<file path="config.mk">
export PLATFORM = sky130hd
export DESIGN_NAME = sia_back
export DESIGN_NICKNAME = d
export VERILOG_FILES = /design/src/sia_pkg.sv /design/src/sia_back.sv
export SDC_FILE = /design/constraint.sdc
export NUM_CORES = 1
export LEC_CHECK = 0
export BUFFER_PORTS_ARGS = -buffer_cell sky130_fd_sc_hd__buf_4
export CORE_MARGIN = 3
export CORE_UTILIZATION = 40
export CTS_CLUSTER_SIZE = 14
export DETAILED_ROUTE_END_ITERATION = 7
export GPL_TIMING_DRIVEN = 0
export PLACE_DENSITY_LB_ADDON = 0.3
export SYNTH_ARGS = -nofsm -noshare
export SYNTH_HDL_FRONTEND = slang
export SYNTH_SLANG_ARGS = --single-unit
</file>
<file path="constraint.sdc">
create_clock -name clk_i -period 3.4 [get_ports clk_i]
set_clock_uncertainty 0.15 [all_clocks]
set_input_delay 0.68 -clock clk_i [delete_from_list [all_inputs] [get_ports clk_i]]
set_output_delay 0.68 -clock clk_i [all_outputs]
set_load 0.02 [all_outputs]
</file>
<file path="src/sia_pkg.sv">
// Shared constants for the segment intersection unit.
`default_nettype none
package sia_pkg;

  // Coordinates wider than this are taken at this width; the products stay exact.
  localparam int unsigned MaxCoordBits = 30;

  // Depth of the queue between the front and back parts.
  localparam int unsigned QueueDepth = 2;

endpackage
`default_nettype wire

</file>
<file path="src/sia_back.sv">
// Back part: pipelined fraction dividers, crossing point and the output register.
`default_nettype none
module sia_back
  import sia_pkg::*;
#(
  parameter int unsigned CW = 16,
  parameter int unsigned F  = 15,
  parameter int unsigned EW = 1
) (
  input  wire logic          clk_i,
  input  wire logic          rst_ni,
  input  wire logic          empty_i,
  input  wire logic [EW-1:0] entry_i,
  output logic               pop_o,
  output logic               valid_o,
  input  wire logic          ready_i,
  output logic               hit_o,
  output logic [F:0]         t_o,
  output logic [F:0]         s_o,
  output logic [CW-1:0]      x_o,
  output logic [CW-1:0]      y_o
);

  localparam int unsigned D = CW + 1;
  localparam int unsigned U = 2 * CW + 2;
  localparam int unsigned R = D + F + 2;

  logic                en;
  logic [F:0]          vld_q;
  logic                mv_q, ov_q;

  logic                hit_q  [F+1];
  logic [U-1:0]        den_q  [F+1];
  logic [U-1:0]        rs_q   [F+1];
  logic [U-1:0]        rt_q   [F+1];
  logic [F-1:0]        qs_q   [F+1];
  logic [F-1:0]        qt_q   [F+1];
  logic                os_q   [F+1];
  logic                ot_q   [F+1];
  logic signed [CW-1:0] ax_q  [F+1];
  logic signed [CW-1:0] ay_q  [F+1];
  logic signed [D-1:0]  dax_q [F+1];
  logic signed [D-1:0]  day_q [F+1];

  logic                 e_hit;
  logic [U-1:0]         e_den, e_ns, e_nt;
  logic signed [CW-1:0] e_ax, e_ay;
  logic signed [D-1:0]  e_dax, e_day;

  logic [F:0]           t_fin, s_fin;
  logic                 mhit_q;
  logic [F:0]           mt_q, ms_q;
  logic signed [CW-1:0] max_q, may_q;
  logic signed [R-1:0]  mpx_q, mpy_q;
  logic signed [R-1:0]  offx, offy;

  assign {e_hit, e_den, e_ns, e_nt, e_ax, e_ay, e_dax, e_day} = entry_i;

  // The back advances unless a result waits at the output.
  assign en    = !ov_q || ready_i;
  assign pop_o = en && !empty_i;

  always_ff @(posedge clk_i or negedge rst_ni) begin
    if (!rst_ni) begin
      vld_q <= '0;
      mv_q  <= 1'b0;
      ov_q  <= 1'b0;
    end else if (en) begin
      vld_q <= {vld_q[F-1:0], pop_o};
      mv_q  <= vld_q[F];
      ov_q  <= mv_q;
    end
  end

  // Load stage: a numerator equal to the denominator gives exactly one.
  always_ff @(posedge clk_i) begin
    if (en) begin
      hit_q[0] <= e_hit;
      den_q[0] <= e_den;
      rs_q[0]  <= e_ns;
      rt_q[0]  <= e_nt;
      qs_q[0]  <= '0;
      qt_q[0]  <= '0;
      os_q[0]  <= (e_ns == e_den);
      ot_q[0]  <= (e_nt == e_den);
      ax_q[0]  <= e_ax;
      ay_q[0]  <= e_ay;
      dax_q[0] <= e_dax;
      day_q[0] <= e_day;
    end
  end

  // One restoring division step per stage for each parameter.
  for (genvar i = 0; i < F; i++) begin : g_div
    logic [U-1:0] s2, t2;
    logic         sge, tge;

    assign s2  = {rs_q[i][U-2:0], 1'b0};
    assign t2  = {rt_q[i][U-2:0], 1'b0};
    assign sge = (s2 >= den_q[i]);
    assign tge = (t2 >= den_q[i]);

    always_ff @(posedge clk_i) begin
      if (en) begin
        rs_q[i+1]  <= sge ? s2 - den_q[i] : s2;
        rt_q[i+1]  <= tge ? t2 - den_q[i] : t2;
        qs_q[i+1]  <= {qs_q[i][F-2:0], sge};
        qt_q[i+1]  <= {qt_q[i][F-2:0], tge};
        hit_q[i+1] <= hit_q[i];
        den_q[i+1] <= den_q[i];
        os_q[i+1]  <= os_q[i];
        ot_q[i+1]  <= ot_q[i];
        ax_q[i+1]  <= ax_q[i];
        ay_q[i+1]  <= ay_q[i];
        dax_q[i+1] <= dax_q[i];
        day_q[i+1] <= day_q[i];
      end
    end
  end

  assign t_fin = ot_q[F] ? (F + 1)'(1) << F : {1'b0, qt_q[F]};
  assign s_fin = os_q[F] ? (F + 1)'(1) << F : {1'b0, qs_q[F]};

  // Scale the first direction vector by t.
  always_ff @(posedge clk_i) begin
    if (en) begin
      mhit_q <= hit_q[F];
      mt_q   <= t_fin;
      ms_q   <= s_fin;
      max_q  <= ax_q[F];
      may_q  <= ay_q[F];
      mpx_q  <= dax_q[F] * $signed({1'b0, t_fin});
      mpy_q  <= day_q[F] * $signed({1'b0, t_fin});
    end
  end

  // Arithmetic shift rounds the offset toward minus infinity.
  assign offx = mpx_q >>> F;
  assign offy = mpy_q >>> F;

  // Output register; a miss gives zeros throughout.
  always_ff @(posedge clk_i) begin
    if (en) begin
      hit_o <= mhit_q;
      t_o   <= mhit_q ? mt_q : '0;
      s_o   <= mhit_q ? ms_q : '0;
      x_o   <= mhit_q ? CW'(max_q + offx[CW-1:0]) : '0;
      y_o   <= mhit_q ? CW'(may_q + offy[CW-1:0]) : '0;
    end
  end

  assign valid_o = ov_q;

endmodule
`default_nettype wire

</file>
After elaboration in Yosys (flattened, before gate mapping)
Memory sizes are Yosys's and may differ from the RTL's. A register that Yosys moved wholly into a read port is not among the register bits.
Index checks and enable logic that the tools add are counted.
{ "totals": {"input_bits": 5, "ff_bits": 177, "n_memories": 12, "mem_bits_rw": 3216, "word_cells": 127} }
{ "mem_list": {"columns": ["name", "words", "word_bits", "rd", "rd_ports_with_merged_regs", "wr", "line_no", "source"], "rows": [
  ["den_q", 16, 34, 15, 0, 16, "sia_back.sv:33", "logic [U-1:0] den_q [F+1];"],
  ["rs_q", 16, 34, 15, 0, 16, "sia_back.sv:34", "logic [U-1:0] rs_q [F+1];"],
  ["rt_q", 16, 34, 15, 0, 16, "sia_back.sv:35", "logic [U-1:0] rt_q [F+1];"],
  ["dax_q", 16, 17, 16, 0, 16, "sia_back.sv:42", "logic signed [D-1:0] dax_q [F+1];"],
  ["day_q", 16, 17, 16, 0, 16, "sia_back.sv:43", "logic signed [D-1:0] day_q [F+1];"],
  ["ax_q", 16, 16, 16, 1, 16, "sia_back.sv:40", "logic signed [CW-1:0] ax_q [F+1];"],
  ["+6 memories", null, null, null, null, null, null, null]
]} }
{ "op_classes": {"addsub": 32, "reduce_logical": 4, "order_cmp": 30, "mux": 34, "mul": 2} }
{ "op_table": {"columns": ["operator", "count"], "rows": [
  ["34-bit >= comparator", 30],
  ["34-bit two-way mux", 30],
  ["34-bit subtractor", 30],
  ["17-bit by 17-bit multiplier with 31-bit output", 2],
  ["16-bit adder", 2],
  ["16-bit two-way mux", 2],
  ["1-bit zero test", 2],
  ["1-bit two-way mux", 2],
  ["1-bit logical AND", 1],
  ["1-bit logical OR", 1]
]} }

Depth between registers and ports, before layout
{ "logic_depth": {"ltp_word": 4, "ltp_mapped": 4, "mapped_depth_nobuf": 2} }

Worst setup path after synthesis
No wires, ideal clock.
{ "synth_path": {"path_kind": "input to output", "start": "input port ready_i", "end": "output port pop_o", "slack_ns": 1.169, "path_stages": 4, "required_time_ns": 2.570, "t_arrival_ns": 1.401, "path_buffers": 2, "path_cell_list": "nand2b_4 > buf_6 > buf_8 > nor2b_1"} }
{ "synth_via": {"elab_chain_len": 2} }
{ "synth_lines": {"columns": ["element", "line_no", "source"], "rows": [
  ["from (decl)", "sia_back.sv:16", "input wire logic ready_i,"],
  ["1-bit logical OR", "sia_back.sv:60", "assign en = !ov_q || ready_i;"],
  ["1-bit logical AND", "sia_back.sv:61", "assign pop_o = en && !empty_i;"],
  ["to (decl)", "sia_back.sv:14", "output logic pop_o,"]
]} }
No other way between the ends.

Worst setup path after layout
Ends and elaborated chain as after synthesis.

==> qor.csv <==
metric,value,unit
crit_path_end_kind,output port,
cts_tree,built,
fin_tns_setup,0,ns
multi_input_area,489,um2
routedWlPerCell,7.79,um
drc,0,
cts.path.max_buffers,2,
reg2reg_slack,2.02,ns
p_comb_share,42.1,%
peakVddDrop,0.312,mV
clk_pin_slew,0.10,ns
seqCellArea,450,um2
holdBufCountCts,0,
pre_cts_slack,1.08,ns
grt_first_pass_wirelength,2.17,mm
seqPwrFrac,43.5,%
clk_latency,0.29,ns
synth.area.top_cells,"buf_4, dfrtp_1, mux2_4",
outcome,"finished, final reports clean",
nFillCells,254,
cts.sink_count,18,
cts_root_buf,clkbuf_4,
initial_utilization,42.9,%
routabilityCongestion,0.655,
io_buffers,5,
setup_violations,0,
numCtsBuffers,3,
synth_top_area_share,40.2,%
crit_start,ready_i,
power.switching,272,uW
drive_above_1_share,51.7,%
vias,678,
crit_fanout,10,
p_per_area,559,nW/um2
clkPwrFrac,14.4,%
post_cts_buffers,0,
drv_cap,0,
grt_use_total,7.98,%
synth.cell_area,1210,um2
reg2reg_to,vld_q[6],
io_pins,72,
hpwl,1.41,mm
whs,0.0878,ns
power.leakage,0.000941,uW
intPower,604,uW
synth-seq-cells,18,
yosysTopAreaCell,buf_4,
rows,19,
antenna_found_initial,0,
p_total,876,uW
start_kind,input pin,
rr_startpoint,valid_o,
dieArea,3730,um2
syn_to_final_growth,29.1,%
final_nets,186,
grt_pass1_vias,504,
antenna_cells,0,
worstPathRequired,2.57,ns
fp.dieW,61.1,um
syn_inst,107,
routed_wirelength,1.64,mm
ys_types,12,
final_util,55.4,%
yosysSeqAreaShare,37.1,%
rsz0062_at_grt,no,
hold_viol_final,0,
fmax,432,MHz
slew_violations,0,
arrival,1.48,ns
drtPass1Iterations,3,
syn-mean-instance-area,11.3,um2
vias_per_cell,3.21,
drt_iter0_drc,5,
h-tree-depth,1,
grt_max_degree,19,
hold_path_class,in -> async,
path_class,in -> out,
swShare,31.0,%
critPathCapture,pop_o,
r2r_cells,4,
fin_crit,2.31,ns
fin_ws,1.09,ns
coreArea,2830,um2
postRouteAntennaNets,0,
die_y,61.1,um
min_period_over_period,68.1,%
ys_warn_count,0,
grt_overflow,0,
cts_resized,0,
-- metrics by stage --
| stage | cells | instance area [um2] |
|---|---|---|
| floorplan | 171 | 1450 |
| global placement | 207 | 1530 |
| detailed placement | 207 | 1530 |
| CTS | 211 | 1570 |
| global route | 211 | 1570 |
| finish | 211 | 1570 |
-- worst min path at each step --
stage	depth (start not counted)	slack, ns	start	end
finish	1	0.09	rst_ni	vld_q[5]
global route	1	0.08	rst_ni	vld_q[5]
global placement	1	0.30	mv_q	valid_o
detailed placement	1	0.33	mv_q	valid_o
CTS	1	0.09	rst_ni	vld_q[5]
floorplan	0	0.23	rst_ni	mv_q
-- Yosys cell counts, drive strengths merged --
master,n
a21oi,1
buf,67
conb,1
dfrtp,18
mux2,16
nand2b,2
nor2b,1
nor3b,1
-- cells by family (layout without fill, tap and decap cells) --
| logic type | Yosys count | after routing | synth area share (%) |
|---|---|---|---|
| multiplexers | 16 | 16 | 17.0 |
| flip-flops | 18 | 18 | 37.1 |
| AO/OA/AOI/OAI | 1 | 1 | 0.412 |
| other | 1 | 65 | 0.309 |
| AND/OR/NAND/NOR | 4 | 4 | 2.78 |
| buffers and inverters | 67 | 76 | 42.4 |
-- flip-flops by register name, summed over array words and instances, names as in the netlist --
name     flops
valid_o      1
mv_q         1
vld_q       16
-- area by class of cell --
class                   count  area share (%)
multi-input cells          86            31.2
repair buffers              5            2.40
clock buffers               4            2.32
flip-flops and latches     18            28.8
well taps                  31            2.48
plain buffers              67            32.8
-- power groups by stage --
stage               registers (uW)  logic (uW)  clock network [uW]
floorplan                      372         321                   0
global placement               378         358                   0
detailed placement             385         369                   0
CTS                            383         370                 133
global route                   392         398                 141
finish                         381         369                 126
-- cells in the final DEF (no fill, tap or decap) --
cell type	instances
nand2b_1	1
dfrtp_1	18
mux2_4	7
a21oi_1	1
buf_6	1
clkbuf_8	1
buf_4	70
nand2b_4	1
nor2b_1	1
mux2_2	9
clkbuf_4	3
conb_1	65
buf_8	1
nor3b_1	1
-- worst max-delay path: stages --
cell      delay (ns)
buf_4           0.11
nand2b_4        0.13
buf_6           0.14
buf_8           0.15
nor2b_1         0.13
buf_4           0.15
-- metal layers --
metal	wire length (um)	vias to the layer above	GRT usage, %
met4	12	0	3.72
li1	-	358	-
met2	882	42	14.5
met1	550	276	8.02
met3	197	2	2.94
met5	0	-	0
Note: power is estimated with default switching activity, not from simulation.
