<file path="src/sia_pkg.sv">
// Shared constants for the segment intersection unit.
`default_nettype none
package sia_pkg;

  // Coordinates wider than this are taken at this width; the products stay exact.
  localparam int unsigned MaxCoordBits = 30;

  // Depth of the queue between the front and back parts.
  localparam int unsigned QueueDepth = 2;

endpackage
`default_nettype wire

</file>
<file path="src/sia_fifo.sv">
// Short word queue between the front and back parts.
`default_nettype none
module sia_fifo
  import sia_pkg::*;
#(
  parameter int unsigned EW = 1
) (
  input  wire logic          clk_i,
  input  wire logic          rst_ni,
  input  wire logic          push_i,
  input  wire logic [EW-1:0] data_i,
  output logic               full_o,
  input  wire logic          pop_i,
  output logic               empty_o,
  output logic [EW-1:0]      data_o
);

  localparam int unsigned AW = $clog2(QueueDepth);

  logic [EW-1:0] mem_q [QueueDepth];
  logic [AW-1:0] wr_q, rd_q;
  logic [AW:0]   cnt_q;

  assign full_o  = (cnt_q == (AW + 1)'(QueueDepth));
  assign empty_o = (cnt_q == '0);
  assign data_o  = mem_q[rd_q];

  // Pointers and fill count.
  always_ff @(posedge clk_i or negedge rst_ni) begin
    if (!rst_ni) begin
      wr_q  <= '0;
      rd_q  <= '0;
      cnt_q <= '0;
    end else begin
      if (push_i) begin
        wr_q <= wr_q + 1'b1;
      end
      if (pop_i) begin
        rd_q <= rd_q + 1'b1;
      end
      cnt_q <= cnt_q + (AW + 1)'(push_i) - (AW + 1)'(pop_i);
    end
  end

  // Storage.
  always_ff @(posedge clk_i) begin
    if (push_i) begin
      mem_q[wr_q] <= data_i;
    end
  end

endmodule
`default_nettype wire

</file>
<file path="config.mk">
export PLATFORM = sky130hd
export DESIGN_NAME = sia_fifo
export DESIGN_NICKNAME = d
export VERILOG_FILES = /design/src/sia_pkg.sv /design/src/sia_fifo.sv
export SDC_FILE = /design/constraint.sdc
export NUM_CORES = 1
export LEC_CHECK = 0
export BUFFER_PORTS_ARGS = -buffer_cell sky130_fd_sc_hd__buf_2
export CAP_MARGIN = 10
export CORE_AREA = 2 2 39 41
export CTS_CLUSTER_DIAMETER = 50
export CTS_CLUSTER_SIZE = 20
export DETAILED_ROUTE_END_ITERATION = 16
export DIE_AREA = 0 0 41 43
export PLACE_DENSITY_LB_ADDON = 0.12
export SYNTH_ARGS = -nofsm -noshare
export SYNTH_HDL_FRONTEND = slang
export SYNTH_SLANG_ARGS = --single-unit
</file>
<file path="constraint.sdc">
create_clock -name clk_i -period 2.85 [get_ports clk_i]
set_input_delay 0.7125 -clock clk_i [delete_from_list [all_inputs] [get_ports clk_i]]
set_output_delay 0.7125 -clock clk_i [all_outputs]
set_load 0.005 [all_outputs]
</file>
After elaboration in Yosys (flattened, before gate mapping)
Memories as Yosys holds them, arrays and structs flattened. Index checks and enable logic that the tools add are counted.

Register bits after elaboration: 4. RAM bits: 2. Input bits: 5. Output and inout port bits: 3. Word-level logic and storage cells: 12. Memories kept: 1.

Memories: mem_q (depth 2, bits a word 1, rd ports 1, clocked after Yosys merged registers in 0, write ports 1, RTL line sia_fifo.sv:20) `logic [EW-1:0] mem_q [QueueDepth];`.

Add/sub/neg operators: 4. Equality and inequality tests: 1. Mux-type cells: 2. Reductions and logical operators: 1.

Operator list (number): $add 1x1->1 const B (2); $add 2x1->2 (1); $eq 2x2->1 const B (1); $logic_not 2->1 (1); $mux 1 (2); $sub 2x1->2 (1).

Logic depth before layout (Yosys ltp)
Gate-level depths: netlist (run 1).

Word-level depth: 2. Gate-level depth with buffers: 5. Depth with buffers taken out: 5.

Worst setup path after synthesis (run 1)
OpenSTA, ideal clock, no wires.

Kind: input -> register. From: input port pop_i. To: register cnt_q[1]. Library setup time: 0.135 ns. Arrival: 1.353 ns. Data required time: 2.715 ns. Slack: 1.362 ns. Cell stages on the path: 4. Buffers on the path: 0. Cells stage by stage: ha_1 inv_1 ha_1 xor3_1.

Longest elaborated chain between the ends: 1.

Ends and longest elaborated chain: start: declaration (RTL line sia_fifo.sv:13) `input wire logic pop_i,`; $sub 2x1->2 (RTL line sia_fifo.sv:41) `cnt_q <= cnt_q + (AW + 1)'(push_i) - (AW + 1)'(pop_i);`; end signal: assignment (RTL line sia_fifo.sv:41); end: declaration (RTL line sia_fifo.sv:22) `logic [AW:0] cnt_q;`.

No other way between the ends. A chain may end at the register's enable or synchronous reset.

Worst setup path in the final report (run 1)
From: register rd_q. To: output port data_o.

Longest elaborated chain between the ends: 1.

Ends and longest elaborated chain: start: declaration (RTL line sia_fifo.sv:21) `logic [AW-1:0] wr_q, rd_q;`; start signal: assignment (RTL line sia_fifo.sv:39) `rd_q <= rd_q + 1'b1;`; $mem_v2 2x1; end: declaration (RTL line sia_fifo.sv:15) `output logic [EW-1:0] data_o`.

No other way between the ends.

==> metrics, run 1 <==
HP Class=input port to asynchronous set/reset pin; Initial Util=0.193; Netlist cell types=10; DR pass1 iterations=2; final std cells w/o fill=45; Slew @ Worst Pin=0.120 ns; vias post-DR=155; commonest non-fill, non-tap cell in the layout=buf_2; syn_area_per_cell=14.9 µm²; total CTS buffers=3; Tcrit/Tclk final=0.621; outcome=finished, final reports clean; Core Util, Final=0.252; area of the core=1380 µm²; Max Root-Sink Buffers=2; wirelength, routed=363 µm; Final Slew Violations=0; site row count=14; CP peak stage delay=0.39 ns; drt via density=3.44; most frequent cells in the layout=buf_2 (7), dfrtp_1 (4), clkbuf_4 (3); largest net degree at the start of global routing=5; Synthesized Nets=25; Crit path max-delay family=flip-flops; placed cell areas=323 µm²; Die X=41 µm; # setup viols final=0; crit end category=output port; power density cells=976 nW/µm²; Setup crit start kind=flip-flop; layout cells sized above 1=0.345; Clock Skews=0.000109 ns; dominant cells by area after synthesis=dfrtp_1 (37%), edfxtp_1 (22%), ha_1 (9.3%), xor3_1 (8.9%), xor2_1 (6.5%); GR Util All Layers=0.0629; Post-CTS Resized=0; Die Ht=43 µm; Die ar.=1760 µm²; Slew headroom=0.920; final setup TNS=0 ns; Arrival @ worst endpoint=1.06 ns; maximum vdd drop=288 µV; FF+latch count, synth=6; Synth area leader=dfrtp_1; worst path cell trace=mux2_1 > buf_2; fin nets=37; Worst-path clk slew=0.05 ns; WL/cell=8.07 µm; Antenna Nets Post-Route=0; # hold bufs at CTS=0; Synth warnings=0; initial antenna violation count=0; CTS Sinks=6; Ant. Diodes=0; DR iter-0 viols=1; required time of the worst setup path=2.14 ns; kind of critical path=flip-flop to output port; multi-input logic area=100 µm²; Post-CTS Setup Bufs=0; min Tclk post-route=1.77 ns; dpl cells=41; global-route wire length before repair=648 µm; final instance area=349 µm²; Root Driver=clkbuf_4; crit path max fanout=2; Max Fclk=0.565 GHz; cell count after synthesis=18; fillers=145; final hold viol count=0; RSZ-0062 raised after global routing=no; Syn-to-layout area delta=30.4%; port bufs=7; total gr overflow=0; cell area after synthesis=268 µm²; CTS tree=built; io pins=8; DRC violations left=0; Synth top area share=0.374; register area=160 µm²; Leakage=0.170 nW; sequential share of the synthesized area=0.598; CP bufs+invs=1; worst-skew pair later-pin latency=0.25 ns; Power Total=0.341 mW; vias in the first global route=161; MaxCap Viol Count=0; Critical-path top delay cell=dfrtp_1; GP Congestion=0.539; H-tree depth=1
-- synth_stat cells (all sizes together) --
cell	n
edfxtp	2
inv	2
nor2	1
and2	1
dfrtp	4
xor2	2
mux2	1
nor2b	2
ha	2
xor3	1
-- where the power goes --
part,total [mW],leakage [nW],internal (mW),switching (mW)
combinational,0.105,0.0893,0.0689,0.0365
clock,0.0873,0.0150,0.0533,0.0341
sequential,0.148,0.0654,0.126,0.0216
total,0.341,0.170,0.249,0.0921
-- through the flow --
step / setup WS, ns / hold WS, ns
after floorplan: 1.36 / 0.417
after global placement: 1.21 / 0.470
after detailed placement: 1.19 / 0.471
after CTS: 1.06 / 0.258
after global routing: 1.01 / 0.248
final: 1.08 / 0.260
-- final timing paths --
| check | depth (start not counted) | start | endpoint | slack [ns] |
|---|---|---|---|---|
| max reg2reg | 5 | cnt_q[0] | cnt_q[1] | 1.65 |
| max in group asynchronous | 1 | rst_ni | cnt_q[1] | 2.46 |
| min in group clk_i | 1 | rd_q | rd_q | 0.48 |
| max | 2 | rd_q | data_o | 1.08 |
| min | 1 | rst_ni | wr_q | 0.26 |
| min reg2reg | 1 | rd_q | rd_q | 0.48 |
-- area by class of cell --
cell class	count	share of cell area
Inverter	2	0.0215
Timing Repair Buffer	7	0.100
Sequential cell	6	0.459
Tap cell	16	0.0573
Clock buffer	4	0.0753
Multi-Input combinational cell	10	0.287
-- logic make-up (layout without fill, tap and decap cells) --
kind of cell  after synthesis  in the layout  synth area share
xor+xnor                    3              3             0.154
fa+ha+maj                   2              2            0.0934
buf+inv                     2             13            0.0280
flops                       6              6             0.598
mux                         1              1            0.0421
simple gates                4              4            0.0841
-- state kept, by name (all words and copies together), names as in the netlist --
name   count
rd_q       1
cnt_q      2
mem_q      2
wr_q       1
-- layer usage --
layer | part of all wire | up-vias | global-route usage
li1 | - | 80 | -
met1 | 0.39 | 69 | 0.0667
met2 | 0.49 | 6 | 0.0719
met3 | 0.12 | 0 | 0.0524
met4 | 0 | 0 | 0.0600
met5 | 0 | - | 0
-- worst register-to-register path, delay by kind of cell (launching register included) --
kind | cells | cell delay (ns)
xor+xnor | 1 | 0.21
buf+inv | 2 | 0.11
flops | 1 | 0.36
fa+ha+maj | 2 | 0.40
Note: power is estimated with default switching activity, not from simulation.
==> inputs of run 2 (changes only) <==
clock period = 1.8 ns   (was 2.85 ns; I/O delays follow)
==> metrics, run 2 (synthesis results as in run 1) <==
outcome=finished, final reports clean; final hold viol count=0 (unchanged); Slew @ Worst Pin=0.128 ns (+0.00805 ns); crit path max fanout=2 (unchanged); kind of critical path=flip-flop to output port; site row count=14 (unchanged); global-route wire length before repair=690 µm (+6.5%); Max Root-Sink Buffers=2 (unchanged); H-tree depth=1 (unchanged); initial antenna violation count=0 (unchanged); drt via density=3.28 (-4.7%); Root Driver=clkbuf_4; most frequent cells in the layout=buf_2 (7), dfrtp_1 (4), clkbuf_4 (3); crit end category=output port; Largest regs=cnt_q x2, mem_q x2; MaxCap Viol Count=0 (unchanged); wirelength, routed=376 µm (+3.6%); worst setup margin=0.296 ns (-0.783 ns); Die Ht=43 µm (unchanged); R2R Path Start=cnt_q[0]; port bufs=7 (unchanged); Tcrit/Tclk final=0.835; DR pass1 iterations=1 (-1); Antenna Nets Post-Route=0 (unchanged); io pins=8 (unchanged); maximum vdd drop=387 µV (+34%); RSZ-0062 raised after global routing=no; Crit path max-delay family=flip-flops; required time of the worst setup path=1.35 ns (-0.79 ns); R2R Setup Slk=0.62 ns (-1.03 ns); vias in the first global route=166 (+3.1%); Syn-to-layout area delta=34.1%; Die X=41 µm (unchanged); vias post-DR=151 (-2.6%); Post-CTS Setup Bufs=0 (unchanged); switching power=0.142 mW (+54%); total CTS buffers=3 (unchanged); total gr overflow=0 (unchanged); fillers=151 (+4.1%); Arrival @ worst endpoint=1.05 ns (about the same); Initial Util=0.193 (unchanged); multi-input logic area=100 µm² (unchanged); WP depth=2 (unchanged); GR Util All Layers=0.0681 (+0.00515); Worst Setup SP=rd_q; commonest non-fill, non-tap cell in the layout=buf_2; largest net degree at the start of global routing=5 (unchanged); Setup crit start kind=flip-flop; Die ar.=1760 µm² (unchanged); register area=160 µm² (unchanged); DR iter-0 viols=0 (-1); CP bufs+invs=1 (unchanged); final setup TNS=0 ns (unchanged); worst-skew pair later-pin latency=0.24 ns (about the same); # setup viols final=0 (unchanged); WL/cell=8.17 µm (+1.3%); CTS Sinks=6 (unchanged); HP Class=input port to flip-flop; Leakage=0.174 nW (+2.5%); layout cells sized above 1=0.333 (-0.0115); RR Endpoint=cnt_q[1]; Ant. Diodes=0 (unchanged); CP peak stage delay=0.38 ns (about the same); DRC violations left=0 (unchanged); # hold bufs at CTS=1 (+1); Clock power frac=0.248 (-0.008); Max Fclk=0.665 GHz; fin nets=38 (+2.7%); sequential share of power=0.435 (about the same); Logic pwr share=0.317 (+0.008); area of the core=1380 µm² (unchanged); hpwl dp=315 µm; Post-CTS Resized=0 (unchanged); power density cells=1500 nW/µm² (+53%); Placement Setup Slack=0.416 ns (-0.778 ns); worst path cell trace=mux2_1 > buf_2; Final Slew Violations=0 (unchanged); Clock Skews=0.0000752 ns (-0.0000341 ns); Critical Path Sink=data_o; HP Start=data_i; total internal power=0.395 mW (+59%); GP Congestion=0.618 (+15%); Slew headroom=0.914 (-0.00539); R2R depth=5 (unchanged); CTS tree=built; Critical-path top delay cell=dfrtp_1; Worst-path clk slew=0.05 ns (about the same); switching share of total power=0.265 (-0.00565); min Tclk post-route=1.50 ns
run 2: changes by cell type in the layout (fill, tap and decap cells not counted), sizes merged:
cell | previous run | this run
dlygate4sd3 | 0 | 1
run 2: layer usage:
metal  share of wire  global-route usage  vias to the layer above  wire length, µm
met3           0.043              0.0314                        0               16
met2            0.53              0.0875                        4              201
met1            0.42              0.0702                       66              159
li1                -                   -                       81                -
met4               0              0.0800                        0                0
met5               0                   0                        -                0
run 2: power by group through the flow:
| stage | logic [mW] | registers, mW | clock network [mW] |
|---|---|---|---|
| floorplan | 0.122 | 0.231 | 0 |
| finish | 0.170 | 0.234 | 0.133 |
| detailed placement | 0.173 | 0.237 | 0 |
| CTS | 0.176 | 0.234 | 0.140 |
| global route | 0.197 | 0.243 | 0.151 |
| global placement | 0.169 | 0.237 | 0 |
run 2: worst register-to-register path: stages (launching register included):
cell	delay, ns
dfrtp_1	0.35
inv_1	0.05
ha_1	0.26
inv_1	0.05
ha_1	0.14
xor3_1	0.20
run 2: through the flow:
| stage | cell area, µm² | instances | util | total power, mW | hold WS (ns) |
|---|---|---|---|---|---|
| 3_5_place_dp | 323 | 41 | 0.233 | 0.409 | 0.264 |
| 2_1_floorplan | 268 | 18 | - | 0.353 | 0.154 |
| 5_1_grt | 359 | 46 | 0.259 | 0.590 | 0.371 |
| 4_1_cts | 359 | 46 | 0.259 | 0.550 | 0.384 |
| 3_3_place_gp | 323 | 41 | 0.233 | 0.407 | 0.263 |
| 6_report | 359 | 46 | 0.259 | 0.537 | 0.393 |
run 2: worst min path at each step:
stage / end / slack [ns] / depth (start not counted)
3_3_place_gp: rd_q / 0.26 / 1
6_report: mem_q[1] / 0.39 / 1
5_1_grt: mem_q[0] / 0.37 / 1
2_1_floorplan: cnt_q[0] / 0.15 / 0
4_1_cts: mem_q[1] / 0.38 / 1
3_5_place_dp: rd_q / 0.26 / 1
run 2: cell type report:
type,instances,share of cell area
tap,16,0.0557
clock buffer,4,0.0732
multi-input combinational,10,0.279
sequential,6,0.446
timing repair buffer,8,0.125
inverter,2,0.0209
==> inputs of run 3 (changes only) <==
ABC_AREA = 1   (was unset)
clock period = 1.5 ns   (was 1.8 ns; I/O delays follow)
==> metrics, run 3 <==
switching share of total power=0.331 (+0.0661); Arrival @ worst endpoint=0.92 ns (-0.13 ns); vias post-DR=209 (+38%); power density cells=1760 nW/µm² (+18%); maximum vdd drop=503 µV (+30%); total gr overflow=0 (unchanged); layout cells sized above 1=0.286 (-0.0476); dpl cells=53 (+29%); largest net degree at the start of global routing=5 (unchanged); hpwl dp=358 µm (+14%); number of flops mapped to enable cells by yosys=2 (unchanged); MaxCap Viol Count=0 (unchanged); Largest regs=cnt_q x2, mem_q x2; Leakage=0.206 nW (+19%); placed cell areas=338 µm² (+4.7%); fillers=155 (+2.6%); wirelength, routed=432 µm (+15%); min Tclk post-route=1.29 ns; cell area after synthesis=283 µm² (+5.6%); GR Util All Layers=0.0607 (-0.00742); Slew @ Worst Pin=0.114 ns (-0.0144 ns); Post-synth top flop=dfrtp_1; RSZ-0062 raised after global routing=no; vias in the first global route=176 (+6.0%); worst-skew pair later-pin latency=0.25 ns (about the same); Setup crit start kind=flip-flop; Logic pwr share=0.312 (-0.005); Placement Setup Slack=0.256 ns (-0.160 ns); GP Congestion=0.581 (-6.0%); Synth warnings=0 (unchanged); Antenna Nets Post-Route=0 (unchanged); Synth top area share=0.354 (-0.0198); Die ar.=1760 µm² (unchanged); Max Root-Sink Buffers=2 (unchanged); cell count after synthesis=30 (+12); HP Class=input port to flip-flop; kind of critical path=flip-flop to output port; final hold viol count=0 (unchanged); Clock Skews=0.00285 ns (+0.00278 ns); Tcrit/Tclk final=0.861; CTS Sinks=6 (unchanged); Max Fclk=0.775 GHz; Root Driver=clkbuf_4; total CTS buffers=3 (unchanged); area of the core=1380 µm² (unchanged); DR iter-0 viols=3 (+3); Slew headroom=0.923 (+0.00911); Final Slew Violations=0 (unchanged); io pins=8 (unchanged); drt via density=3.60 (+9.8%); Post-synth top cells=inv_1 (7), nand2_1 (6), dfrtp_1 (4); H-tree depth=1 (unchanged); final setup TNS=0 ns (unchanged); Netlist cell types=11 (+1); outcome=finished, final reports clean; port bufs=7 (unchanged); Worst-path clk slew=0.05 ns (about the same); fin nets=50 (+32%); initial antenna violation count=0 (unchanged); most frequent cells in the layout=inv_1 (7), buf_2 (7), nand2_1 (6); most instantiated library cell after synthesis=inv_1; syn_area_per_cell=9.43 µm² (-37%); total internal power=0.441 mW (+12%); Post-CTS Resized=0 (unchanged); Core Util, Final=0.270 (+0.0108); crit end category=output port; worst setup margin=0.209 ns (-0.0871 ns); Die Ht=43 µm (unchanged); dominant cells by area after synthesis=dfrtp_1 (35%), edfxtp_1 (21%), inv_1 (9.3%), ha_1 (8.8%), nand2_1 (8.0%); required time of the worst setup path=1.12 ns (-0.23 ns); DR pass1 iterations=2 (+1); DRC violations left=0 (unchanged); Synth area leader=dfrtp_1; switching power=0.218 mW (+53%); CTS tree=built; final instance area=374 µm² (+4.2%); Initial Util=0.204 (+0.0108); Syn-to-layout area delta=32.3%; final std cells w/o fill=58 (+26%); sequential share of the synthesized area=0.566 (-0.0318); Hold Worst Slack=0.314 ns (-0.0797 ns); site row count=14 (unchanged); Die X=41 µm (unchanged); crit path max fanout=3 (+1); Async SR Flop Fraction=0.667 (unchanged); global-route wire length before repair=627 µm (-9.1%); FF+latch count, synth=6 (unchanged); Ant. Diodes=0 (unchanged); Clock power frac=0.252 (+0.004); sequential share of power=0.436 (about the same); Power Total=0.659 mW (+23%); Synthesized Nets=37 (+48%); WL/cell=7.45 µm (-8.9%); # setup viols final=0 (unchanged)
run 3: cell families (layout without fill, tap and decap cells):
family,count (synthesis),in the layout,share of synthesized area
simple gates,11,11,0.159
buf+inv,8,20,0.106
flops,6,6,0.566
fa+ha+maj,2,2,0.0885
xor+xnor,2,2,0.0620
compound gates,1,1,0.0177
run 3: layer usage:
layer | part of all wire | track usage
met2 | 0.49 | 0.0688
met4 | 0 | 0.0600
met3 | 0.081 | 0.0524
met5 | 0 | 0
met1 | 0.43 | 0.0625
run 3: area by class of cell:
cell class	count	area, µm²	share of cell area
flip-flops and latches	6	160	0.428
repair buffers	8	45.0	0.120
well taps	16	20.0	0.0535
multi-input cells	16	92.6	0.247
inverters	8	30.0	0.0803
clock buffers	4	26.3	0.0702
run 3: final timing paths:
check                      startpoint  endpoint  slack [ns]  cells past startpoint
setup / recovery                 rd_q    data_o        0.21                      2
setup reg to reg             cnt_q[0]  cnt_q[1]        0.37                      6
max in group asynchronous      rst_ni  cnt_q[0]        0.92                      2
hold / removal                 data_i  mem_q[0]        0.31                      1
min in group asynchronous      rst_ni      rd_q        0.46                      2
hold reg to reg                  rd_q      rd_q        0.49                      1
run 3: worst max-delay path, cell delays in order (launching register included):
cell and delay [ns]:
dfrtp_1 0.39, o21ai_0 0.15, buf_2 0.13
run 3: what timing repair did:
action	CTS	global route
endpoints found under the setup margin	0	0
endpoints found under the hold margin	4	0
setup buffers	0	0
hold buffers	1	0
run 3: power groups by stage:
| stage | clock network [mW] | logic, mW | registers [mW] |
|---|---|---|---|
| 2_1_floorplan | 0 | 0.143 | 0.281 |
| 3_3_place_gp | 0 | 0.203 | 0.288 |
| 3_5_place_dp | 0 | 0.212 | 0.291 |
| 4_1_cts | 0.178 | 0.215 | 0.288 |
| 5_1_grt | 0.185 | 0.242 | 0.293 |
| 6_report | 0.166 | 0.205 | 0.287 |
