<file path="src/sia_pkg.sv">
// Shared constants for the segment intersection unit.
`default_nettype none
package sia_pkg;

  // Coordinates wider than this are taken at this width; the products stay exact.
  localparam int unsigned MaxCoordBits = 30;

  // Depth of the queue between the front and back parts.
  localparam int unsigned QueueDepth = 2;

endpackage
`default_nettype wire

</file>
<file path="src/sia_front.sv">
// Front part: differences, cross products, sign normalisation and hit classification.
`default_nettype none
module sia_front
  import sia_pkg::*;
#(
  parameter int unsigned CW = 16,
  parameter int unsigned EW = 1
) (
  input  wire logic          clk_i,
  input  wire logic          rst_ni,
  input  wire logic          valid_i,
  output logic               ready_o,
  input  wire logic [CW-1:0] a_start_x_i,
  input  wire logic [CW-1:0] a_start_y_i,
  input  wire logic [CW-1:0] a_end_x_i,
  input  wire logic [CW-1:0] a_end_y_i,
  input  wire logic [CW-1:0] b_start_x_i,
  input  wire logic [CW-1:0] b_start_y_i,
  input  wire logic [CW-1:0] b_end_x_i,
  input  wire logic [CW-1:0] b_end_y_i,
  output logic               push_o,
  input  wire logic          full_i,
  output logic [EW-1:0]      entry_o
);

  localparam int unsigned D = CW + 1;
  localparam int unsigned M = 2 * D;
  localparam int unsigned P = 2 * CW + 3;
  localparam int unsigned U = P - 1;

  logic [3:0] vld_q;
  logic       en;

  logic signed [CW-1:0] ax1_q, ay1_q, ax2_q, ay2_q, ax3_q, ay3_q, ax4_q, ay4_q;
  logic signed [D-1:0]  dax1_q, day1_q, dbx1_q, dby1_q, ox1_q, oy1_q;
  logic signed [D-1:0]  dax2_q, day2_q, dax3_q, day3_q, dax4_q, day4_q;
  logic signed [M-1:0]  p1_q, p2_q, p3_q, p4_q, p5_q, p6_q;
  logic signed [P-1:0]  den3_q, ns3_q, nt3_q, den4_q, ns4_q, nt4_q;
  logic                 hit;

  // The whole front advances unless its last stage holds a word the queue cannot take.
  assign en      = !vld_q[3] || !full_i;
  assign ready_o = en;
  assign push_o  = vld_q[3] && !full_i;

  always_ff @(posedge clk_i or negedge rst_ni) begin
    if (!rst_ni) begin
      vld_q <= '0;
    end else if (en) begin
      vld_q <= {vld_q[2:0], valid_i};
    end
  end

  // Stage one: direction vectors and start offset.
  always_ff @(posedge clk_i) begin
    if (en) begin
      ax1_q  <= $signed(a_start_x_i);
      ay1_q  <= $signed(a_start_y_i);
      dax1_q <= $signed({a_end_x_i[CW-1], a_end_x_i}) - $signed({a_start_x_i[CW-1], a_start_x_i});
      day1_q <= $signed({a_end_y_i[CW-1], a_end_y_i}) - $signed({a_start_y_i[CW-1], a_start_y_i});
      dbx1_q <= $signed({b_end_x_i[CW-1], b_end_x_i}) - $signed({b_start_x_i[CW-1], b_start_x_i});
      dby1_q <= $signed({b_end_y_i[CW-1], b_end_y_i}) - $signed({b_start_y_i[CW-1], b_start_y_i});
      ox1_q  <= $signed({a_start_x_i[CW-1], a_start_x_i})
                - $signed({b_start_x_i[CW-1], b_start_x_i});
      oy1_q  <= $signed({a_start_y_i[CW-1], a_start_y_i})
                - $signed({b_start_y_i[CW-1], b_start_y_i});
    end
  end

  // Stage two: the six cross-product terms.
  always_ff @(posedge clk_i) begin
    if (en) begin
      p1_q   <= dax1_q * dby1_q;
      p2_q   <= day1_q * dbx1_q;
      p3_q   <= dax1_q * oy1_q;
      p4_q   <= day1_q * ox1_q;
      p5_q   <= dbx1_q * oy1_q;
      p6_q   <= dby1_q * ox1_q;
      ax2_q  <= ax1_q;
      ay2_q  <= ay1_q;
      dax2_q <= dax1_q;
      day2_q <= day1_q;
    end
  end

  // Stage three: denominator and both numerators.
  always_ff @(posedge clk_i) begin
    if (en) begin
      den3_q <= P'(p1_q) - P'(p2_q);
      ns3_q  <= P'(p3_q) - P'(p4_q);
      nt3_q  <= P'(p5_q) - P'(p6_q);
      ax3_q  <= ax2_q;
      ay3_q  <= ay2_q;
      dax3_q <= dax2_q;
      day3_q <= day2_q;
    end
  end

  // Stage four: make the denominator positive.
  always_ff @(posedge clk_i) begin
    if (en) begin
      den4_q <= den3_q[P-1] ? -den3_q : den3_q;
      ns4_q  <= den3_q[P-1] ? -ns3_q  : ns3_q;
      nt4_q  <= den3_q[P-1] ? -nt3_q  : nt3_q;
      ax4_q  <= ax3_q;
      ay4_q  <= ay3_q;
      dax4_q <= dax3_q;
      day4_q <= day3_q;
    end
  end

  // The denominator must be non-zero and both parameters must lie in the closed unit interval.
  assign hit = (den4_q != '0) && !ns4_q[P-1] && !nt4_q[P-1]
               && (ns4_q <= den4_q) && (nt4_q <= den4_q);

  assign entry_o = {hit, den4_q[U-1:0], ns4_q[U-1:0], nt4_q[U-1:0],
                    ax4_q, ay4_q, dax4_q, day4_q};

endmodule
`default_nettype wire

</file>
<file path="config.mk">
export PLATFORM = sky130hd
export DESIGN_NAME = sia_front
export DESIGN_NICKNAME = d
export VERILOG_FILES = /design/src/sia_pkg.sv /design/src/sia_front.sv
export SDC_FILE = /design/constraint.sdc
export NUM_CORES = 1
export LEC_CHECK = 0
export ABC_CLOCK_PERIOD_IN_PS = 1300
export CORE_AREA = 8 8 45 47
export DETAILED_ROUTE_END_ITERATION = 7
export DIE_AREA = 0 0 53 55
export DONT_BUFFER_PORTS = 1
export PLACE_DENSITY = 0.32
export SYNTH_ARGS = -nofsm -noshare
export SYNTH_HDL_FRONTEND = slang
export SYNTH_SLANG_ARGS = --single-unit
</file>
<file path="constraint.sdc">
create_clock -name clk_i -period 1.3 [get_ports clk_i]
set_input_delay 0.065 -clock clk_i [delete_from_list [all_inputs] [get_ports clk_i]]
set_output_delay 0.065 -clock clk_i [all_outputs]
set_load 0.03 [all_outputs]
</file>
=== After elaboration in Yosys (flattened, before gate mapping) ===
Cells that the tools add are included.

* Word-level logic and storage cells: 10
* Output and inout bits: 3
* Flip-flop bits (word level): 8
* Input port bits: 132

* $add $sub $neg: 1
* Reductions and logical operators: 4

{| class="wikitable"
|+ Operator list
! cell !! count
|-
| $logic_not A1 Y1 || 2
|-
| $logic_and A1 B1 Y1 || 1
|-
| $logic_or A1 B1 Y1 || 1
|-
| $sub A1 B1 Y1 || 1
|}

=== Longest topological paths before layout ===
Gate-level depths: netlist of the first run.

* Word-level depth: 2
* Gate-level depth with buffers: 2
* Mapped depth without buffers: 2

=== Worst setup path after synthesis of the first run ===
Ideal clock, no wire load.

* Path type: register -> register
* From: register vld_q[3]
* To: register vld_q[0]
* Path buffers: 0
* Library setup time: 128 ps
* Stages on the path, launching flop included: 3
* Data arrival time: 936 ps
* Path slack: 236 ps
* Required time: 1172 ps
* Cell sequence: dfrtp_1 -> nand2_2 -> mux2_1

* Word-level cells in the longest chain between the ends: 2

{| class="wikitable"
|+ RTL lines
! element !! line !! text
|-
| start: declaration || sia_front.sv:31 || <nowiki>logic [3:0] vld_q;</nowiki>
|-
| start signal: assignment || sia_front.sv:50 || <nowiki>vld_q <= {vld_q[2:0], valid_i};</nowiki>
|-
| $logic_not A1 Y1 || sia_front.sv:42 || <nowiki>assign en = !vld_q[3] || !full_i;</nowiki>
|-
| $logic_or A1 B1 Y1 || sia_front.sv:42 ||
|-
| via ready_o || sia_front.sv:12 || <nowiki>output logic ready_o,</nowiki>
|}

The timed path passes the listed nets, and every way through them passes these cells.
A chain may end at the register's enable or synchronous reset.

=== Worst setup path in the final report of the first run ===
* From: register vld_q[3]
* To: output ready_o

* Word-level cells in the longest chain between the ends: 2

{| class="wikitable"
|+ RTL lines
! element !! line
|-
| $logic_not A1 Y1 || sia_front.sv:42
|-
| $logic_or A1 B1 Y1 || sia_front.sv:42
|-
| end: declaration || sia_front.sv:12
|}

Every way passes these cells.

==> results by stage, run 1 <==
Worst setup path:
- Together, buffers and inverters on the worst path number 1.
- In this design, the stage delay of the slowest critical-path cell is around 390 ps.
- The setup path with the least slack is of type reg -> out.
- Broken down by cell family, the worst path's largest delay share belongs to flip-flops.
- For the worst setup path, the data required time is ~1200 ps.
- The slowest stage of the critical path is the dfrtp_1 cell.
- The element type at the critical path start is a flip-flop.
- Of all nets on the critical path, the largest fanout is 9.
- The kind of end point of the critical path is an output port.
- The data arrival time of the worst path is 1020 ps.
- Walking the worst path, the cells encountered are nand2_2, buf_4.

Clock tree:
- CTS placed an instance of clkbuf_4 at the clock tree root.
- The quantity of gates resized following cts is 0.
- The clock buffer count from CTS is 3.
- The clock input transition at the sequential cells of the worst setup and hold paths is about 60 ps.
- The number of hold buffers added after cts is 2.
- The count of H-tree levels built during CTS is 1.
- The clock reaches the later pin of the worst-skew pair after 260 ps.
- Clock tree synthesis found a total of 8 sinks.
- The buffer depth of the longest clock path is 2.
- Once the clock tree was built, the setup fixing pass inserted 0 buffers.
- The TritonCTS clock tree is built.

Layout:
- The count of fill cells added during filler insertion is approximately 140.
- The number of nets at the end of the flow is 156.
- The repair_antennas step left the layout with diodes totalling 0.
- Once layout is done, the placed cells without fillers occupy ~370 sq um.
- The fraction of layout instances using a drive strength above 1 is 26.1%.
- The share of the core filled with cells in the final layout is about a quarter.
- Relative to the synthesized area, the layout overhead comes to 29.4%.

Placement:
- Routability-driven placement finished with a final weighted congestion of between 0.5 and 0.6.
- The number of I/O port buffers is 0.
- The placed instance area is around 310 sq um.
- At the placement stage, the worst setup path has a slack of about 260 ps.

Floorplanning:
- Row generation in the floorplan step produced 14 rows.
- Pin placement for this block handled between 100 and 150 I/O pins.
- The die width is about 53 microns.
- The die covers roughly 0.0029 sq mm.
- The floorplan step defined a core boundary enclosing between 0.001 and 0.0015 sq mm.
- Once the floorplan was initialized, standard cells occupied ~20% of the core.
- The die is ~55 microns tall.

Job:
- Max-cap violations in this run came to 0.

Synthesis:
- The synthesized netlist occupies a cell area of approximately 290 sq um.
- The post-synth net total is approximately 150.
- The number of instances in the synthesized netlist is 15.
- After synthesis the netlist holds a flip-flop and latch count of 8.
- The portion of the post-synthesis area used by sequential elements is 77.2%.
- The netlist uses 7 different library cells.
- The synthesis warning total is 0.
- The mean area per synthesized cell is between 15 and 20 sq um.

Timing:
- Derived from the worst setup path, the maximum achievable clock frequency is ~900 MHz.
- The actual slew at the worst max-slew pin is 298 ps.
- Setup repair after global routing left no endpoint under its margin.
- The number of failing setup endpoints in the final timing report is 0.
- The shortest clock period the worst path allows after layout is approximately 1100 ps.
- In the post-route analysis, the smallest setup slack over all paths is approximately 220 ps.
- The final-report max-slew violation count is 0.
- The final number of hold-violating endpoints came to 0.
- The setup TNS after final layout is 0 ps.
- The worst pin sits at a relative slew slack of 80.2%.
- The final critical-path share of the clock period is between 80 and 90%.
- Between clock sinks in the finished design, the worst skew comes to around 11 ps.
- The smallest hold slack is 15.0 ps.

Global route:
- Global routing finished with a remaining overflow of 0.
- The number of antenna violations at the first check in global routing came to 0.
- The number of global-route vias before repair is 177.
- The first global-routing pass estimated 676 microns of wire.
- Entering global routing, the biggest net connects 10 pins.
- The global-route usage over all layers is 3.52%.

Drt:
- For this block, the initial DRC count from the detailed router was 0.
- The vias per cell is approximately 3.6.
- The DRC violation count after routing is 0.
- The detailed router placed around 140 vias in this run.
- The count of nets left with antenna violations once routing finished came out at 0.
- After detailed routing, the average wire length per cell comes to ~12 microns.
- The post-detailed-routing wire length is 459 microns.
- The number of optimization iterations in the first detailed-route pass is 1.

Power:
- IR analysis of the VDD net gives a maximum drop of between 0.0005 and 0.0006 V.
- The power density over the cells is between 2000 and 2500 mW/mm^2.
- The leakage power is around 0.15 nW.

Outcome:
- The run finished with clean final reports.

Min path:
- The worst hold path belongs to the class in -> reg.
cell usage in the layout, fill, tap and decap left out:
cell	n
nand2_2	1
buf_4	1
edfxtp_1	4
dlygate4sd3_1	3
dfrtp_1	4
clkbuf_4	3
clkbuf_1	1
xor2_1	1
or2b_1	1
and2b_2	1
mux2_1	3
cell usage after synthesis, drive strengths merged:
master	n	area, sq um
mux2	3	33.8
xor2	1	8.76
dfrtp	4	100
nand2	1	6.26
edfxtp	4	120
and2b	1	8.76
or2b	1	7.51
path summary, 6_finish.rpt:
path	to	from	cells after the start	slack, ps
setup reg to reg	vld_q[1]	vld_q[3]	2	260
hold reg to reg	day3_q[0]	day2_q[0]	0	420
hold / removal	day1_q[0]	a_start_y_i[0]	1	10
min in group asynchronous	vld_q[1]	rst_ni	1	90
max in group asynchronous	vld_q[3]	rst_ni	1	1040
setup / recovery	ready_o	vld_q[3]	2	220
per-stage QoR:
step / power [mW] / cells
after floorplan: 0.533 / 15
after global placement: 0.568 / 32
after detailed placement: 0.579 / 32
after CTS: 0.794 / 38
after global routing: 0.823 / 39
final: 0.782 / 39
cell type report:
type	instances	area [sq um]	share of cell area, %
Timing Repair Buffer	4	37.5	10.2
Multi-Input combinational cell	7	65.1	17.6
Sequential cell	8	220	59.7
Clock buffer	4	26.3	7.12
Tap cell	16	20.0	5.42
power by group:
| part | internal, mW | switching (mW) | total [mW] |
|---|---|---|---|
| sequential | 0.372 | 0.0632 | 0.436 |
| combinational | 0.0608 | 0.0816 | 0.142 |
| clock | 0.118 | 0.0864 | 0.204 |
| total | 0.551 | 0.231 | 0.782 |
layer usage:
layer,up-vias,wire length [microns],global-route usage (%)
met4,0,0,5.17
met3,0,35,1.60
li1,67,-,-
met5,-,0,0
met2,8,187,3.13
met1,64,236,4.65
sequential cells by signal, summed over array words and instances (netlist names):
register and flops:
day1_q 1, vld_q 4, day4_q 1, day3_q 1, day2_q 1
logic make-up (layout without fill, tap and decap cells):
logic type	after synthesis	in the layout	synth area share, %
muxes	3	3	11.8
and+or+nand+nor	3	3	7.90
xor gates and xnor gates	1	1	3.07
DFF	8	8	77.2
buffers and inverters	0	8	0
No activity file was read; power rests on OpenSTA's default activity.
==> run 2, diff against run 1 <==
--- a/config.mk
+++ b/config.mk
@@ -5,12 +5,12 @@
 export SDC_FILE = /design/constraint.sdc
 export NUM_CORES = 1
 export LEC_CHECK = 0
-export ABC_CLOCK_PERIOD_IN_PS = 1300
+export ABC_CLOCK_PERIOD_IN_PS = 920
 export CORE_AREA = 8 8 45 47
 export DETAILED_ROUTE_END_ITERATION = 7
 export DIE_AREA = 0 0 53 55
 export DONT_BUFFER_PORTS = 1
-export PLACE_DENSITY = 0.32
+export PLACE_DENSITY = 0.33
 export SYNTH_ARGS = -nofsm -noshare
 export SYNTH_HDL_FRONTEND = slang
 export SYNTH_SLANG_ARGS = --single-unit
==> constraint.sdc (replaced) <==
create_clock -name clk_i -period 0.92 [get_ports clk_i]
set_input_delay 0.046 -clock clk_i [delete_from_list [all_inputs] [get_ports clk_i]]
set_output_delay 0.046 -clock clk_i [all_outputs]
set_load 0.03 [all_outputs]
==> results by stage, run 2 (synthesis results as in run 1) <==
Global route:
- Global routing used 5.35% of the available met3 tracks.
- The number of antenna violations at the first check in global routing was 0.
- Global routing used about 4.2% of the available tracks.
- In the global route stage, met1 resource usage came out at around 4.5%.
- Entering global routing, the biggest net connects 5 pins.
- The number of global-route vias before repair is 195.
- After global routing, the most crowded layer is met2.
- The first global-routing pass estimated around 860 microns of wire.
- The global route total overflow is 0.
- Global routing used under 10% of the available met2 tracks.

Clock tree:
- For the worst-skew pair, the clock arrives at the later sink with an insertion delay of 250 ps.
- The clock buffer count from CTS is 3.
- The clock passes through at most 2 buffers.
- Clock-pin slew was measured on the worst setup and hold paths at 50 ps.
- The TritonCTS clock tree is built.
- The clock net sink count is 8.
- The buffer type at the clock tree root is clkbuf_4.
- The count of H-tree levels built during CTS is 1.

Floorplanning:
- between 100 and 150 I/O pins were placed.
- The floorplan step defined a core boundary enclosing 0.00138 sq mm.
- The count of standard-cell rows is 14.
- The die is ~55 microns tall.
- The starting density of the core is approximately a fifth.
- The floorplan die area is between 0.002 and 0.003 sq mm.
- From left edge to right edge, the die measures around 53 microns.

Placement:
- The weighted congestion at the end of routability-driven global placement is ~0.54.
- The worst-case setup slack after placement is -23.1 ps.
- The count of placed standard cells including taps is 33.
- The number of I/O port buffers is 0.

Layout:
- Leaving out fill and tap cells, the most frequent cells in the layout are edfxtp_1, dfrtp_1.
- The number of flip-flops under the largest register name is 4.
- The net count of the finished layout is about 160.
- The diode insertion count for antenna repair is 0.
- The count of non-filler cells in the finished layout is 43.
- The share of the core filled with cells in the final layout is between 30% and 40%.
- More flip-flops sit in one register than any other, and that register is vld_q.
- The synthesis-to-layout area growth is 57.9%.
- The count of fill cells added during filler insertion is approximately 140.
- The area of combinational cells with multiple inputs is 81.3 sq um.
- The sequential cells in the finished layout cover a total of about 220 sq um.
- Of the cells placed in the final design, the portion with a size suffix greater than 1 is around half.

Worst setup path:
- The data arrival time of the worst path is roughly 960 ps.
- The number of cells on the worst reg-to-reg path is 3.
- The required arrival time at the worst endpoint is between 800 and 900 ps.
- The minimum setup slack among reg-to-reg paths is -80 ps.
- The critical path is of the reg -> out type.
- The element type at the critical path start is a flip-flop.
- The delay of the slowest cell on the worst path is about 380 ps.
- The source of the worst register-to-register timing path is vld_q[3].
- The family with the most delay on the worst path is flip-flops.
- Among all stages on the critical path, the largest delay is contributed by dfrtp_1.
- In this run the critical register-to-register path is captured at vld_q[0].
- The top fanout value on the critical path is 3.
- Together, buffers and inverters on the worst path number 2.
- The worst setup path is captured at an output port.
- Walking the worst path, the cells encountered are nand2_4, buf_12, buf_8.

Drt:
- The number of nets with antenna violations after routing is 0.
- The final layout contains routed wiring with a total length of between 400 and 500 microns.
- The number of violations reported at the end of detailed-routing iteration 0 is 0.
- For this run, the detailed router's first-pass iteration total came to 1.
- In the routed design, unresolved DRC markers number 0.
- The routed wirelength normalized by instance count is ~11 microns.
- Across all layers, the routed design uses between 150 and 200 vias.
- In the routed layout, each cell is associated on average with a via count of around 4.

Min path:
- The worst min-delay path startpoint is a_start_y_i[0].
- The worst hold path terminates at day1_q[0].
- The tightest min-delay check is of the in -> reg type.
- Along the worst hold path, the cell count comes to 1.

Timing:
- Headroom to the max-slew limit came out at 80.5%.
- The worst setup slack after layout is -81.5 ps.
- Setup repair after global routing could not meet its margin everywhere.
- For the pin with the worst max-slew slack, the measured transition is approximately 290 ps.
- The final number of hold-violating endpoints was 0.
- Setup violations remaining at the end of the flow were counted as 10.
- The fmax is about 1000 MHz.
- The final-report max-slew violation count came to 0.
- The routed design could run at a clock period as short as 1000 ps.
- The final critical path takes up 109% of the cycle.
- The clock arrives with 5.22 ps of skew.

Power:
- The design draws around 1.3 mW.
- The power density over the cells is around 2900 mW/mm^2.
- The leakage power is around 0.20 nW.
- VDD sags by at most 0.00123 V.

Outcome:
- The final reports fail on setup timing.
- The flow ran to the end, but the final reports show violations.

Job:
- The number of maximum-capacitance constraint violations is 0.
-- run 2: cell count changes in the layout (fill, tap and decap cells not counted), sizes merged --
cell    delta
buf        +5
clkbuf     -1
-- run 2: how the worst max path moves through the flow --
stage	endpoint	depth (start not counted)	slack, ps	startpoint
after floorplan	vld_q[0]	2	-70	vld_q[3]
after global placement	vld_q[2]	2	-20	vld_q[3]
after detailed placement	vld_q[2]	2	-20	vld_q[3]
after CTS	vld_q[2]	3	-100	vld_q[3]
after global routing	ready_o	3	-120	vld_q[3]
final	ready_o	3	-80	vld_q[3]
-- run 2: final cells by class --
class	instances	share of cell area (%)
Clock buffer	3	5.00
Multi-Input combinational cell	7	18.1
Sequential cell	8	48.9
Timing Repair Buffer	9	23.6
Tap cell	16	4.44
-- run 2: metrics by stage --
stage / TNS, ps / cell area (sq um) / hold slack, ps
floorplan: -222 / 302 / -250
global placement: -46.2 / 349 / -249
detailed placement: -65.0 / 349 / -249
CTS: -631 / 447 / 2.73
global route: -816 / 450 / 8.36
finish: -514 / 450 / 13.6
-- run 2: metal layers --
metal | wire length [microns] | vias up | part of all wire [%]
met2 | 186 | 8 | 39
li1 | - | 80 | -
met4 | 0 | 0 | 0
met5 | 0 | - | 0
met1 | 222 | 79 | 46
met3 | 69 | 0 | 14
-- run 2: where the power goes --
| part | switching [mW] | total, mW | internal [mW] |
|---|---|---|---|
| sequential | 0.0982 | 0.626 | 0.527 |
| clock | 0.107 | 0.256 | 0.148 |
| combinational | 0.153 | 0.430 | 0.277 |
-- run 2: timing repair --
| action | in CTS | in global routing |
|---|---|---|
| resized for setup | 4 | 1 |
| pin swaps | 1 | 0 |
| endpoints found under the hold margin | 6 | 0 |
| buffers inserted | 4 | 0 |
| setup endpoints to repair | 9 | 10 |
| hold buffers | 3 | 0 |
==> run 3, diff against run 2 <==
--- a/config.mk
+++ b/config.mk
@@ -5,12 +5,13 @@
 export SDC_FILE = /design/constraint.sdc
 export NUM_CORES = 1
 export LEC_CHECK = 0
+export ABC_AREA = 1
 export ABC_CLOCK_PERIOD_IN_PS = 920
 export CORE_AREA = 8 8 45 47
 export DETAILED_ROUTE_END_ITERATION = 7
 export DIE_AREA = 0 0 53 55
 export DONT_BUFFER_PORTS = 1
-export PLACE_DENSITY = 0.33
+export PLACE_DENSITY = 0.34
 export SYNTH_ARGS = -nofsm -noshare
 export SYNTH_HDL_FRONTEND = slang
 export SYNTH_SLANG_ARGS = --single-unit
==> results by stage, run 3 <==
Layout:
- The final layout contains about 170 nets.
- The design area is between 400 and 500 sq um.
- The area growth from synthesis to layout is 48.5%.
- The number of flip-flops under the largest register name is 4.
- The finished layout holds 54 standard cells, fillers aside.
- The fraction of layout instances using a drive strength above 1 is a little under a third.
- The top register by number of flip-flops is vld_q.
- The diode insertion count for antenna repair is 0.
- The library cells used most frequently in the layout, excluding fill and tap cells, are nand2_1, edfxtp_1, buf_6.
- The share of the core filled with cells in the final layout is between 30% and 40%.
- The most common library cell in the layout ignoring fill and taps is nand2_1.

Global route:
- The number of global-route vias before repair is around 230.
- The global-route usage over all layers is under 10%.
- The total overflow left after global routing is 0.
- Entering global routing, the biggest net connects 6 pins.
- The first global-routing pass estimated 966 microns of wire.
- The number of antenna violations at the first check in global routing is 0.

Placement:
- Detailed placement finished with a half-perimeter wire length of between 300 and 400 microns.
- The placed instance area is between 300 and 400 sq um.
- Counting tap cells, the placed design contains a total of 44 instances.
- The congestion estimate from routability-driven global placement came to 0.583.
- The number of I/O port buffers is 0.

Min path:
- The end point of the worst hold path is day1_q[0].
- The path class of the tightest hold or removal check is in -> reg.
- The worst min-delay path startpoint is a_end_y_i[0].
- Along the worst hold path, the cell count comes to 2.

Timing:
- The smallest hold slack is around 24 ps.
- Measured against its own limit, the worst slew margin works out to 79.3%.
- The worst setup slack after layout is -46.8 ps.
- The final number of hold-violating endpoints is 0.
- The final-report max-slew violation count is 0.
- Derived from the worst setup path, the maximum achievable clock frequency is approximately 1000 MHz.
- Setup repair after global routing could not meet its margin everywhere.
- The clock skew is about 1.5 ps.
- The routed design could run at a clock period as short as roughly 970 ps.
- The final critical path takes up 105% of the cycle.
- The number of failing setup endpoints in the final timing report is 2.
- The actual slew at the worst max-slew pin is approximately 310 ps.
- For the final routed database, the setup TNS stands at -75.4 ps.

Clock tree:
- CTS placed an instance of clkbuf_4 at the clock tree root.
- CTS built an H-tree with a depth of 1.
- The clock latency on the worst-skew pair is approximately 250 ps.
- TritonCTS built the clock tree.
- The clock input transition at the sequential cells of the worst setup and hold paths is 50 ps.
- CTS saw 8 sinks.
- The buffer depth of the longest clock path is 2.
- Clock tree synthesis inserted a total of 3 buffers.

Floorplanning:
- The count of standard-cell rows is 14.
- The floorplan die area is ~0.0029 sq mm.
- The die is between 50 and 60 microns wide.
- For this design the top-level I/O count stands at 135.
- For this configuration, the core starts out at a cell density of about a fifth.
- The area of the core region is approximately 0.0014 sq mm.
- The die boundary height is 55 microns.

Synthesis:
- The most used flip-flop cell after synthesis is edfxtp_1.
- The post-synth net total is ~160.
- The number of instances in the synthesized netlist is 26.
- The number of flops mapped to enable cells by yosys is 4.
- Yosys mapped the design onto 7 distinct sky130hd cell types.
- Summing the sequential cell areas from Yosys gives 74.9% of the chip area.
- The top cell type's share of synthesized area is about 41%.
- The largest total area in the synthesized netlist belongs to edfxtp_1.
- The synthesis warning total is 0.
- The most numerous cell in the Yosys netlist is nand2_1.
- Yosys attributes the largest share of cell area to edfxtp_1, dfrtp_1, nand2_1.
- Sorting the synthesized cells by how often they occur yields nand2_1, dfrtp_1, edfxtp_1.
- The mean area per synthesized cell is 11.3 sq um.
- The number of register bits inferred by synthesis is 8.
- Counting flops with an async set or reset pin after synthesis yields a share of 50.0%.
- The cell area after technology mapping is 294 sq um.

Drt:
- The first detailed-routing pass ran for 3 iterations.
- The number of nets with antenna violations after routing is 0.
- The vias per cell is ~4.0.
- In the routed design, unresolved DRC markers number 0.
- After the first detailed-routing iteration, the DRC count stood at 2.
- Across all layers, the routed design uses around 220 vias.
- Dividing the detail-routed wire length by the instance count gives around 11 microns.
- The post-detailed-routing wire length is 589 microns.

Worst setup path:
- The element type at the critical path start is a flip-flop.
- In this run the critical register-to-register path is captured at day4_q[0].
- The required arrival time at the worst endpoint is a little under 900 ps.
- The worst setup path is captured at an output port.
- The worst register-to-register path has a depth of 2.
- The source of the worst register-to-register timing path is vld_q[3].
- For the worst setup path, the data arrival time is between 900 and 1000 ps.
- The critical path is of the reg -> out type.
- In this run the worst path has a maximum fanout of 3.
- The minimum setup slack among reg-to-reg paths is 0 ps.

Job:
- Across the run, the number of max-cap violations was 0.

Power:
- Across the VDD grid, the largest voltage drop is a little over 0.0009 V.
- Summed over all cells, the static leakage comes to slightly above 0.2 nW.
- The power density over the cells is between 3000 and 4000 mW/mm^2.

Outcome:
- The flow ran to the end, but the final reports show violations.
- The checks that failed: setup timing.
-- run 3: cell types whose count changed after synthesis --
cell     previous run  this run
mux2_1              3         0
nand3_1             0         3
or2b_1              1         0
xor2_1              1         0
and2b_2             1         0
inv_1               0         3
nor2_1              0         3
nand2_1             0         8
-- run 3: cell families (layout without fill, tap and decap cells) --
group                  after synthesis  count (layout)  synth area share, %
and+or+nand+nor                     15              15                 21.3
DFF                                  8               8                 74.9
buffers and inverters                3              15                 3.83
-- run 3: layer usage --
layer / up-vias / global-route usage [%] / share of wire [%]
li1: 105 / - / -
met1: 105 / 4.98 / 37
met2: 6 / 5.86 / 50
met3: 0 / 3.74 / 13
met4: 0 / 5.17 / 0
met5: - / 0 / 0
-- run 3: cell type report --
class,instances,area [sq um]
Clock buffer,4,26.3
Fill cell,146,947
Inverter,3,11.3
Multi-Input combinational cell,15,75.1
Sequential cell,8,221
Tap cell,16,20.0
Timing Repair Buffer,8,82.6
-- run 3: per-stage QoR --
step | power, mW | setup slack [ps]
3_5_place_dp | 0.884 | 51.7
6_report | 1.31 | -46.8
3_3_place_gp | 0.874 | 59.7
5_1_grt | 1.41 | -102
4_1_cts | 1.29 | -75.7
2_1_floorplan | 0.799 | 10.6
-- run 3: worst max-delay path by stage --
stage                  start  slack, ps   endpoint
floorplan           vld_q[3]         10     push_o
global placement    vld_q[3]         60  day1_q[0]
detailed placement  vld_q[3]         50  day1_q[0]
CTS                 vld_q[3]        -80     push_o
global route        vld_q[3]       -100     push_o
finish              vld_q[3]        -50     push_o
-- run 3: repair_timing --
item / CTS / global route
gates resized for setup: 3 / 5
hold buffers: 3 / 0
endpoints found under the hold margin: 7 / 0
setup buffers: 3 / 0
endpoints found under the setup margin: 2 / 6
pin swaps: 1 / 2
-- run 3: power by group --
group	switching, mW	leakage, nW	total [mW]	internal [mW]
Combinational	0.199	0.102	0.388	0.190
Clock	0.115	0.0150	0.281	0.166
Sequential	0.112	0.0871	0.646	0.534
-- run 3: critical path, cell delays in order (launching register included) --
cell and delay (ps):
dfrtp_2 400, inv_2 50, nor2_4 90, buf_6 130
